## src/fpw_pkg.sv

```systemverilog
// shared types and constants of the four-level page walker
`default_nettype none

package fpw_pkg;

    // store geometry
    localparam int STORE_ADDRESS_BITS = 12;
    localparam int MEM_ADDR_W         = 12;
    localparam int WIDX_W             = 49;
    localparam int STORE_WORDS        = 1 << STORE_ADDRESS_BITS;

    // field widths
    localparam int CMD_W    = 3;
    localparam int VA_W     = 48;
    localparam int DATA_W   = 64;
    localparam int BIT_W    = 6;
    localparam int STATUS_W = 2;
    localparam int ROOT_W   = 52;
    localparam int IDX_W    = 9;

    // command codes
    localparam logic [CMD_W-1:0] CMD_MEM_WR     = 3'd0;
    localparam logic [CMD_W-1:0] CMD_MEM_RD     = 3'd1;
    localparam logic [CMD_W-1:0] CMD_WALK_TEST  = 3'd2;
    localparam logic [CMD_W-1:0] CMD_WALK_SET   = 3'd3;
    localparam logic [CMD_W-1:0] CMD_WALK_CLR   = 3'd4;
    localparam logic [CMD_W-1:0] CMD_WALK_FETCH = 3'd5;

    // status codes
    localparam logic [STATUS_W-1:0] ST_OK    = 2'd0;
    localparam logic [STATUS_W-1:0] ST_NOMAP = 2'd1;
    localparam logic [STATUS_W-1:0] ST_RANGE = 2'd2;

    // levels with a special meaning
    localparam logic [1:0] LVL_LARGE = 2'd2;
    localparam logic [1:0] LVL_LAST  = 2'd3;

    typedef enum logic [2:0] {
        OP_NONE,
        OP_MEM_WR,
        OP_MEM_RD,
        OP_RD_ROOT,
        OP_RD_NEXT,
        OP_LEAF
    } t_dp_op;

    typedef enum logic [1:0] {
        RES_ZERO,
        RES_RAM,
        RES_LEAF
    } t_res_src;

    typedef struct packed {
        logic                load;
        logic                clr_we;
        t_dp_op              op;
        logic [1:0]          level;
        logic                res_load;
        logic [STATUS_W-1:0] res_status;
        t_res_src            res_src;
        logic                res_large;
    } t_dp_cmd;

    typedef struct packed {
        logic             clr_last;
        logic [CMD_W-1:0] cmd;
        logic             direct_ok;
        logic             root_ok;
        logic             present;
        logic             ps_flag;
        logic             next_ok;
    } t_dp_sts;

endpackage

`default_nettype wire

```

## src/fpw_ctrl.sv

```systemverilog
// controller of the page walker: clearing pass, command sequencing, result handshake
`default_nettype none

module fpw_ctrl (
    input  wire logic             i_clk,
    input  wire logic             i_rst_n,
    input  wire logic             i_in_valid,
    output logic                  o_in_ready,
    output logic                  o_out_valid,
    input  wire logic             i_out_ready,
    input  wire fpw_pkg::t_dp_sts i_sts,
    output fpw_pkg::t_dp_cmd      o_cmd
);

    typedef enum logic [2:0] {
        S_CLEAR,
        S_IDLE,
        S_START,
        S_MEM_RD,
        S_WALK
    } t_state;

    t_state           r_state;
    t_state           n_state;
    logic [1:0]       r_level;
    logic [1:0]       n_level;
    logic             r_out_valid;
    logic             n_out_valid;
    logic             out_free;
    fpw_pkg::t_dp_cmd cmd;

    assign out_free = !r_out_valid || i_out_ready;

    always_comb begin
        n_state        = r_state;
        n_level        = r_level;
        n_out_valid    = r_out_valid;
        cmd.load       = 1'b0;
        cmd.clr_we     = 1'b0;
        cmd.op         = fpw_pkg::OP_NONE;
        cmd.level      = r_level + 2'd1;
        cmd.res_load   = 1'b0;
        cmd.res_status = fpw_pkg::ST_OK;
        cmd.res_src    = fpw_pkg::RES_ZERO;
        cmd.res_large  = 1'b0;

        if (r_out_valid && i_out_ready) begin
            n_out_valid = 1'b0;
        end

        unique case (r_state)
            S_CLEAR: begin
                cmd.clr_we = 1'b1;
                if (i_sts.clr_last) begin
                    n_state = S_IDLE;
                end
            end
            S_IDLE: begin
                if (i_in_valid) begin
                    cmd.load = 1'b1;
                    n_state  = S_START;
                end
            end
            S_START: begin
                // hold the item until the result register is sure to be free
                if (out_free) begin
                    n_level = 2'd0;
                    n_state = S_IDLE;
                    unique case (i_sts.cmd) inside
                        fpw_pkg::CMD_MEM_WR: begin
                            cmd.res_load = 1'b1;
                            if (i_sts.direct_ok) begin
                                cmd.op = fpw_pkg::OP_MEM_WR;
                            end else begin
                                cmd.res_status = fpw_pkg::ST_RANGE;
                            end
                        end
                        fpw_pkg::CMD_MEM_RD: begin
                            if (i_sts.direct_ok) begin
                                cmd.op  = fpw_pkg::OP_MEM_RD;
                                n_state = S_MEM_RD;
                            end else begin
                                cmd.res_load   = 1'b1;
                                cmd.res_status = fpw_pkg::ST_RANGE;
                            end
                        end
                        [fpw_pkg::CMD_WALK_TEST:fpw_pkg::CMD_WALK_FETCH]: begin
                            if (i_sts.root_ok) begin
                                cmd.op  = fpw_pkg::OP_RD_ROOT;
                                n_state = S_WALK;
                            end else begin
                                cmd.res_load   = 1'b1;
                                cmd.res_status = fpw_pkg::ST_RANGE;
                            end
                        end
                        default: begin
                            cmd.res_load = 1'b1;
                        end
                    endcase
                end
            end
            S_MEM_RD: begin
                cmd.res_load = 1'b1;
                cmd.res_src  = fpw_pkg::RES_RAM;
                n_state      = S_IDLE;
            end
            S_WALK: begin
                // entry of the current level is on the store read port
                if (!i_sts.present) begin
                    cmd.res_load   = 1'b1;
                    cmd.res_status = fpw_pkg::ST_NOMAP;
                    n_state        = S_IDLE;
                end else if (r_level == fpw_pkg::LVL_LAST
                             || (r_level == fpw_pkg::LVL_LARGE && i_sts.ps_flag)) begin
                    cmd.op        = fpw_pkg::OP_LEAF;
                    cmd.res_load  = 1'b1;
                    cmd.res_src   = fpw_pkg::RES_LEAF;
                    cmd.res_large = (r_level == fpw_pkg::LVL_LARGE) && i_sts.ps_flag;
                    n_state       = S_IDLE;
                end else if (i_sts.next_ok) begin
                    cmd.op  = fpw_pkg::OP_RD_NEXT;
                    n_level = r_level + 2'd1;
                end else begin
                    cmd.res_load   = 1'b1;
                    cmd.res_status = fpw_pkg::ST_RANGE;
                    n_state        = S_IDLE;
                end
            end
            default: begin
                n_state = S_IDLE;
            end
        endcase

        if (cmd.res_load) begin
            n_out_valid = 1'b1;
        end
    end

    always_ff @(posedge i_clk) begin
        if (!i_rst_n) begin
            r_state     <= S_CLEAR;
            r_level     <= 2'd0;
            r_out_valid <= 1'b0;
        end else begin
            r_state     <= n_state;
            r_level     <= n_level;
            r_out_valid <= n_out_valid;
        end
    end

    assign o_in_ready  = (r_state == S_IDLE);
    assign o_out_valid = r_out_valid;
    assign o_cmd       = cmd;

endmodule

`default_nettype wire

```

## config.mk

```make
export PLATFORM = sky130hd
export DESIGN_NAME = fpw_ctrl
export DESIGN_NICKNAME = d
export VERILOG_FILES = /design/src/fpw_pkg.sv /design/src/fpw_ctrl.sv
export SDC_FILE = /design/constraint.sdc
export NUM_CORES = 1
export LEC_CHECK = 0
export BUFFER_PORTS_ARGS = -buffer_cell sky130_fd_sc_hd__buf_2
export CAP_MARGIN = 20
export CORE_MARGIN = 2
export CORE_UTILIZATION = 40
export DETAILED_ROUTE_END_ITERATION = 6
export GPL_TIMING_DRIVEN = 0
export MAX_ROUTING_LAYER = met4
export PLACE_DENSITY = 0.77
export SYNTH_ARGS = -nofsm -noshare
export SYNTH_HDL_FRONTEND = slang
export SYNTH_SLANG_ARGS = --single-unit
```

## constraint.sdc

```tcl
create_clock -name i_clk -period 1.8 [get_ports i_clk]
set_input_delay 0.09 -clock i_clk [delete_from_list [all_inputs] [get_ports i_clk]]
set_output_delay 0.09 -clock i_clk [all_outputs]
set_load 0.01 [all_outputs]
```

Word level (Yosys, flattened, before mapping). Index checks and enable logic that the tools add are counted.

Flip-flop bits (word level): 6. Bits of input ports: 13. Output and inout port bits: 15. Word-level logic and storage cells: 77.

Add/sub/neg operators: 1. Magnitude comparators: 2. Equal/unequal tests: 14. Multiplexer cells: 45. Reduce and logical (&&, ||, !) cells: 12.

Operators by type and width (count): 2-to-1 mux 3 bit (18); 2-to-1 mux 2 bit (9); inequality test 2 bit, second input constant (6); case mux 2 bit (2 select lines) (3); case mux 3 bit (2 select lines) (2); case mux 3 bit (4 select lines) (1); case mux 3 bit (3 select lines) (1); 2-to-1 mux 1 bit (8); equality test 3 x 1 -> 1 bit, second input constant (2); equality test 3 x 2 -> 1 bit, second input constant (2); zero test 3 bit (2); case mux 2 bit (3 select lines) (1); AND reduction 5 bit (1); equality test 2 bit, second input constant (2); inequality test 4 bit, second input constant (1); AND reduction 4 bit (1); nonzero test 2 bit (2); equality test 3 bit, second input constant (1); greater-or-equal comparator 3 x 2 -> 1 bit, second input constant (1); less-or-equal comparator 3 bit, second input constant (1); logical AND 1 bit (3); case mux 1 bit (3 select lines) (1); adder 2 x 1 -> 2 bit, second input constant (1); logical OR 1 bit (2); other kinds (2) (2).

Depth between registers and ports, before layout. Gate-level depths: netlist of the first run.

Word-level depth: 7. Depth in mapped cells: 6.

Least setup slack after synthesis of the first run. Ideal clock, no wire load.

Path type: flip-flop to flip-flop. From: register r_level[0]. To: register r_level[0]. Setup time: 0.074 ns. Data arrival time: 1.851 ns. Path slack: -0.125 ns. Stages on the path, launching flop included: 7. Clock period less this slack: 1.925 ns. Cells stage by stage: dfxtp_1 inv_1 ha_1 a21o_1 or4b_4 or3_1 a31oi_1.

RTL lines: start: declaration (RTL line fpw_ctrl.sv:25) `logic [1:0] r_level;`; start signal: assignment (RTL line fpw_ctrl.sv:146) `r_level <= n_level;`.

Final worst setup path of the first run.
From: register r_level[0]. To: register r_level[0].

Word-level cells in the longest chain between the ends: 5. Elaborated cells on any way between the ends: 11. Classes of those cells: 1 x add/sub; 3 x eq/ne; 4 x mux; 3 x reduce/logical.

Ends and longest elaborated chain (RTL line): adder 2 x 1 -> 2 bit or equality test 2 bit (tied branches) (fpw_ctrl.sv:122, fpw_ctrl.sv:114); 2-to-1 mux 2 bit or logical AND 1 bit (tied branches) (fpw_ctrl.sv:120, fpw_ctrl.sv:114); 2-to-1 mux 2 bit or logical OR 1 bit (tied branches) (fpw_ctrl.sv:113, fpw_ctrl.sv:114); 2-to-1 mux 2 bit or inequality test 2 bit (tied branches); case mux 2 bit (2 select lines) or AND reduction 5 bit (tied branches).

Several ways; a longest one is shown, not always the timed one. The select of a mux whose other input is x is not followed. A chain may end at the register's enable or synchronous reset.

==> results of run 1 <==
-- cell type report --
type,instances,area (sq um),area share
multi-input cells,62,434,0.514
repair buffers,33,180,0.213
flip-flops and latches,6,124,0.147
inverters,9,36.3,0.0430
plain buffers,4,28.8,0.0341
clock buffers,3,22.5,0.0267
well taps,15,18.8,0.0222
-- flip-flops by register name, indices dropped and copies added (netlist names) --
| name | flops |
|---|---|
| o_out_valid | 1 |
| r_state | 3 |
| r_level | 2 |
-- power groups by stage --
| stage | Combinational (mW) | Clock [mW] | Sequential (mW) |
|---|---|---|---|
| 2_1_floorplan | 0.0638 | 0 | 0.144 |
| 3_3_place_gp | 0.102 | 0 | 0.145 |
| 3_5_place_dp | 0.103 | 0 | 0.145 |
| 4_1_cts | 0.104 | 0.123 | 0.142 |
| 5_1_grt | 0.120 | 0.135 | 0.142 |
| 6_report | 0.108 | 0.119 | 0.142 |
-- worst register-to-register path: cells and delay by family (launching register included) --
kind | cells | cell delay [ps]
AND/OR/NAND/NOR | 2 | 860
buffers and inverters | 1 | 40
adder cells (fa/ha/maj) | 1 | 150
AO/OA/AOI/OAI | 2 | 280
flip-flops | 1 | 360
-- per-stage QoR --
stage               hold slack (ps)  setup TNS (ps)  instance area, sq um  utilization  setup slack (ps)
finish                          136               0                   845        0.633              39.1
CTS                             127           -13.6                   823        0.617             -13.6
detailed placement              370           -90.1                   747        0.560             -90.1
global route                    131           -34.7                   845        0.633             -24.9
global placement                372           -73.9                   747        0.560             -73.9
floorplan                       208           -18.1                   593            -             -18.1
-- cell usage after synthesis (all sizes together) (2+ instances only) --
library cell | instances | area (sq um)
a21oi | 8 | 40.0
nand4b | 2 | 17.5
buf | 2 | 18.8
inv | 9 | 33.8
nor2b | 4 | 25.0
ha | 4 | 50.1
nand3 | 2 | 10.0
a21o | 2 | 15.0
nor3 | 2 | 10.0
o22ai | 3 | 18.8
a31oi | 2 | 12.5
nor2 | 7 | 26.3
nand3b | 2 | 15.0
dfxtp | 6 | 120
nand2 | 7 | 26.3
clkbuf | 2 | 7.51
-- metal layers --
layer / up-vias / global-route usage
li1: 374 / -
met4: 0 / 0.0813
met5: - / -
met3: 2 / 0.0345
met1: 326 / 0.233
met2: 32 / 0.286
-- logic make-up after synthesis --
logic type               Yosys count  share of synthesized area
multiplexers                       1                     0.0191
AND/OR/NAND/NOR                   33                      0.319
buffers and inverters             13                      0.102
flip-flops                         6                      0.204
adder cells (fa/ha/maj)            4                     0.0849
AO/OA/AOI/OAI                     24                      0.272
-- worst min-delay path by stage --
stage	start	endpoint	slack, ps	cells past startpoint
floorplan	i_rst_n	o_out_valid	210	1
global placement	i_rst_n	o_out_valid	370	2
detailed placement	i_rst_n	o_out_valid	370	2
CTS	i_rst_n	o_out_valid	130	2
global route	i_rst_n	o_out_valid	130	2
finish	i_rst_n	o_out_valid	140	2
-- timing repair --
item,4_1_cts,5_1_grt
pin swaps,4,4
resized for setup,6,4
endpoints found under the setup margin,8,6
setup buffers,4,2
==> impl_metrics.py, run 1 <==
metrics = {
    "cells_and_area": {
        "stdcell_count": 132,
        "nFillCells": 123,
        "final_common_cell": "buf_2",
        "nNetsFinal": 136,
        "area_delta_synth_final_pct": 43.3,
        "antenna_cells": 0,
        "layout_common_cells": "buf_2 (27), a21oi_1 (8), inv_1 (8)",
        "drive_above_1_share": 0.410,
    },
    "worst_setup_path": {
        "path_delay_family": "simple AND/OR/NAND/NOR gates",
        "critPathKind": "reg -> reg",
        "r2r_start": "r_level[0]",
        "max_stage_delay_ps": 530,
        "crit_path_max_fanout": 5,
        "cp_num_buf_inv": 1,
        "crit_start": "r_level[0]",
        "rrSetupSlack_ps": 40,
        "startpoint_type": "flip-flop",
        "critical_path_arrival_ps": 1920,
        "cp-endpoint": "r_level[0]",
        "cp_slowest_cell": "or4b_4",
        "regToRegEndpoint": "r_level[0]",
        "path_depth": 6,
        "critPathCaptureType": "flip-flop",
        "worstRegToRegCells": 6,
        "cp.required_ps": 1960,
        "cp_cell_sequence": "inv_4, ha_4, a21o_1, or4b_4, or3_1, a31oi_1",
    },
    "pwr": {
        "swShare": 0.288,
        "p_int_mw": 0.262,
        "vdd_drop_max_v": 0.000322,
        "clkPwrFrac": 0.322,
        "powerDensity_nw_per_um2": 436,
        "total_power_mw": 0.368,
        "power.leakage_nw": 0.427,
        "pwr-share-comb": 0.293,
        "power_frac_seq": 0.385,
        "switchingPower_mw": 0.106,
    },
    "clock_tree": {
        "clockBufferDepth": 2,
        "clock_latency_ps": 230,
        "cts_made_buffers": 3,
        "cts_tree": "built",
        "htreeDepth": 1,
        "clock-root-buffer": "clkbuf_4",
        "cts.clk_slew.worst_paths_ps": 40,
        "postCtsHoldBufs": 0,
        "cts.sinks": 6,
    },
    "placed_design": {
        "dp_hpwl_um": 1140,
        "gp_congestion": 0.871,
        "dp.cells": 123,
        "port_buffers": 27,
    },
    "timing": {
        "slew_headroom": 0.831,
        "min_period_over_period": 0.978,
        "setup_violations": 0,
        "period_minus_slack_ps": 1760,
        "fin_skew_ps": 1.23,
        "hold_viol": 0,
        "report.final.slew_viol_count": 0,
        "rsz0062_at_grt": "true",
        "worst_slew_pin_slew_ps": 254,
        "max_freq_mhz": 568,
    },
    "drt": {
        "highest_layer": "met4",
        "num_vias": 734,
        "drc_errors": 0,
        "routed-wl-met3_um": 121,
        "wl_met2_um": 724,
        "totalWireLength_um": 1580,
        "via_per_inst": 5.56,
        "drtAntennaViolNets": 0,
        "post_drt_wl_per_cell_um": 12.0,
        "first_pass_iters": 4,
        "drt_iter0_drc": 21,
        "wl_met1_um": 721,
    },
    "worst_hold_path": {
        "worstHoldPathType": "in -> reg",
    },
    "floorplan": {
        "design.core.area_sq_um": 1330,
        "ioPinCount": 28,
        "die_h_um": 42.4,
        "start_util": 0.442,
        "num_rows": 13,
        "fp.dieW_um": 42.4,
        "die_area_sq_um": 1800,
    },
    "yosys": {
        "ys_seq_area_frac": 0.204,
        "async_flop_share": 0,
        "ys.flop_type": "dfxtp_1",
        "avgSynthCellArea_sq_um": 7.28,
        "synth-edff-count": 0,
        "synth_warnings": 0,
        "syn_area_sq_um": 589,
        "syn-num-nets": 98,
        "netlist_instances": 81,
        "ys_ff_latch": 6,
        "synth_cell_types": 34,
    },
    "global_route": {
        "grt.total_usage": 0.185,
        "grt_pass1_wl_um": 2580,
        "antenna_found_initial": 0,
        "grt_overflow_total": 0,
        "grt_pass1_vias": 611,
        "grt_max_degree": 11,
    },
    "status": {
        "status": "finished clean",
    },
    "job": {
        "max-cap-violations": 0,
    },
}
Note: power is estimated with default switching activity, not from simulation.
==> run 2: changes to the inputs <==
--- a/config.mk
+++ b/config.mk
@@ -5,13 +5,13 @@
 export SDC_FILE = /design/constraint.sdc
 export NUM_CORES = 1
 export LEC_CHECK = 0
+export ABC_AREA = 1
 export BUFFER_PORTS_ARGS = -buffer_cell sky130_fd_sc_hd__buf_2
 export CAP_MARGIN = 20
 export CORE_MARGIN = 2
 export CORE_UTILIZATION = 40
 export DETAILED_ROUTE_END_ITERATION = 6
 export GPL_TIMING_DRIVEN = 0
-export MAX_ROUTING_LAYER = met4
 export PLACE_DENSITY = 0.77
 export SYNTH_ARGS = -nofsm -noshare
 export SYNTH_HDL_FRONTEND = slang
==> run 2 against run 1 <==
Effect of this change: utilization fell by 2.4 points; non-clock buffer count shrank 6; worst setup slack better by 29 ps; cell area shrank 2.7%; clock power up 10%; combinational power increased to 7.0 times the previous value; critical path depth increased by 4.
==> impl_metrics.py, run 2 <==
metrics = {
    "status": {
        "status": "finished clean",
    },
    "yosys": {
        "ys_seq_area_frac": 0.200,
        "async_flop_share": 0,
        "syn-num-nets": 126,
        "synthMuxAreaShare": 0,
        "avgSynthCellArea_sq_um": 5.52,
        "yosysMostFrequentCell": "nor2_1",
        "synth_top_area_share": 0.200,
        "synth-edff-count": 0,
        "synth_cell_types": 19,
        "synth-simple-area-share": 0.495,
        "synthAdderAreaFrac": 0.0832,
        "ys_ff_latch": 6,
        "synthTopCellsByCount": "nor2_1 (27), nand2_1 (26), inv_1 (15), dfxtp_1 (6)",
        "synth-compound-area-share": 0.0977,
        "synth_top_family_by_area": "simple AND/OR/NAND/NOR gates",
        "synth.area.top_cells": "dfxtp_1 (20%), nor2_1 (17%), nand2_1 (16%)",
        "netlist_instances": 109,
        "synth_warnings": 0,
        "ys.flop_type": "dfxtp_1",
        "yosysTopAreaCell": "dfxtp_1",
        "syn_area_sq_um": 602,
        "synth_xor_area_frac": 0,
    },
    "pwr": {
        "p_int_mw": 0.576,
        "power_frac_seq": 0.225,
        "powerDensity_nw_per_um2": 1390,
        "switchingPower_mw": 0.568,
        "vdd_drop_max_v": 0.000846,
        "pwr-share-comb": 0.660,
        "clkPwrFrac": 0.115,
        "swShare": 0.496,
        "power.leakage_nw": 0.491,
    },
    "job": {
        "max-cap-violations": 0,
    },
    "drt": {
        "drtAntennaViolNets": 0,
        "first_pass_iters": 4,
        "num_vias": 767,
        "post_drt_wl_per_cell_um": 10.0,
        "drt_iter0_drc": 24,
        "drc_errors": 0,
        "via_per_inst": 4.89,
        "totalWireLength_um": 1570,
    },
    "worst_setup_path": {
        "max_stage_delay_ps": 340,
        "startpoint_type": "flip-flop",
        "cp_cell_sequence": "inv_1, ha_2, nand2_2, nand2_4, nor2_4, nor2_1, nor2_1, nand2_1, buf_4, buf_2",
        "cp.required_ps": 1710,
        "rrSetupSlack_ps": 310,
        "crit_start": "r_level[0]",
        "critPathKind": "reg -> out",
        "cpMostUsedCell": "nor2_1",
        "critPathCaptureType": "primary output",
        "crit_path_max_fanout": 5,
        "critical_path_arrival_ps": 1640,
        "r2r_start": "r_level[0]",
        "cp_slowest_cell": "dfxtp_2",
    },
    "timing": {
        "hold_viol": 0,
        "min_period_over_period": 0.962,
        "report.final.slew_viol_count": 0,
        "period_minus_slack_ps": 1730,
        "worst_slew_pin_slew_ps": 326,
        "slew_headroom": 0.781,
        "setup_violations": 0,
        "max_freq_mhz": 578,
        "hold_ws_ps": 115,
        "fin_skew_ps": 5.15,
    },
    "floorplan": {
        "design.core.area_sq_um": 1350,
        "num_rows": 13,
        "die_h_um": 42.8,
        "ioPinCount": 28,
        "start_util": 0.446,
        "fp.dieW_um": 42.8,
        "die_area_sq_um": 1830,
    },
    "cells_and_area": {
        "largest_reg_flops": 3,
        "nNetsFinal": 161,
        "antenna_cells": 0,
        "area_delta_synth_final_pct": 36.6,
        "regMostFlops": "r_state",
        "stdcell_count": 157,
        "final_common_cell": "buf_2",
        "finalInstanceArea_sq_um": 822,
        "drive_above_1_share": 0.352,
        "final_util": 0.609,
        "layout_common_cells": "buf_2 (27), nor2_1 (26), nand2_1 (24)",
        "nFillCells": 138,
    },
    "clock_tree": {
        "clock_latency_ps": 250,
        "cts.sinks": 6,
        "clock-root-buffer": "clkbuf_4",
        "cts.clk_slew.worst_paths_ps": 50,
        "clockBufferDepth": 2,
        "cts_made_buffers": 3,
        "htreeDepth": 1,
        "cts_tree": "built",
    },
    "placed_design": {
        "dp.cells": 151,
        "placed_area_sq_um": 756,
        "port_buffers": 27,
        "gp_congestion": 0.843,
        "dp_hpwl_um": 1220,
    },
    "global_route": {
        "grt_pass1_vias": 640,
        "grt_pass1_wl_um": 2590,
        "grt_overflow_total": 0,
        "grt.total_usage": 0.179,
        "antenna_found_initial": 0,
        "grt_max_degree": 8,
    },
    "worst_hold_path": {
        "worstHoldPathType": "in -> reg",
        "holdCritStartpoint": "i_rst_n",
    },
}
==> run 2: changes by cell type after synthesis, sizes merged, moves of 2 or more <==
| cell | change |
|---|---|
| o21ai | +4 |
| inv | +9 |
| nand3 | +3 |
| nand2 | +21 |
| nand4b | -2 |
| nor2 | +25 |
| a21o | -2 |
| o22ai | -3 |
| a21oi | -6 |
| nor2b | -4 |
| a31oi | -2 |
| clkbuf | -2 |
==> run 2: final timing paths <==
path                              endpoint  cells after the start
worst max-delay path              o_cmd[5]                     10
worst min-delay path            r_state[0]                      3
worst max register to register  r_level[1]                      9
worst min register to register  r_level[0]                      2
==> run 2: power by group through the flow <==
stage               clock (mW)  sequential [mW]  combinational (mW)
global placement             0            0.255               0.676
floorplan                    0            0.249               0.503
CTS                      0.134            0.254               0.703
detailed placement           0            0.257               0.693
global route             0.142            0.264               0.862
finish                   0.131            0.258               0.755
==> run 2: layout make-up <==
class / instances / area (sq um) / area share
flip-flops and latches: 6 / 121 / 0.148
well taps: 15 / 18.8 / 0.0228
clock buffers: 3 / 22.5 / 0.0274
repair buffers: 30 / 158 / 0.192
inverters: 18 / 67.6 / 0.0822
plain buffers: 1 / 7.51 / 0.00913
multi-input cells: 84 / 427 / 0.519
==> run 2: critical path: cells and delay by family (launching register included) <==
family	cells	cell delay [ps]
buffers and inverters	3	320
flip-flops	1	340
AND/OR/NAND/NOR	6	560
adder cells (fa/ha/maj)	1	180
==> run 2: stage by stage <==
step           power, mW  TNS, ps  setup slack [ps]
2_1_floorplan      0.752        0               462
3_3_place_gp       0.931        0               295
3_5_place_dp       0.950        0               259
4_1_cts             1.09        0              11.6
5_1_grt             1.27    -35.3             -35.3
6_report            1.14        0              68.5
==> run 2: metal layers <==
metal,share of wire,global-route usage,up-vias
li1,-,-,404
met1,0.42,0.222,326
met2,0.48,0.303,33
met3,0.083,0.0383,4
met4,0.015,0.0563,0
met5,0,0,-
==> run 2: cells by family after synthesis <==
| kind of cell | count (synthesis) |
|---|---|
| AND/OR/NAND/NOR | 70 |
| AO/OA/AOI/OAI | 10 |
| flip-flops | 6 |
| adder cells (fa/ha/maj) | 4 |
| buffers and inverters | 19 |
==> run 2: timing repair <==
item | 4_1_cts | 5_1_grt
pin swaps | 0 | 5
resized for setup | 1 | 6
hold buffers | 0 | 0
endpoints found under the setup margin | 1 | 1
buffers inserted | 0 | 3
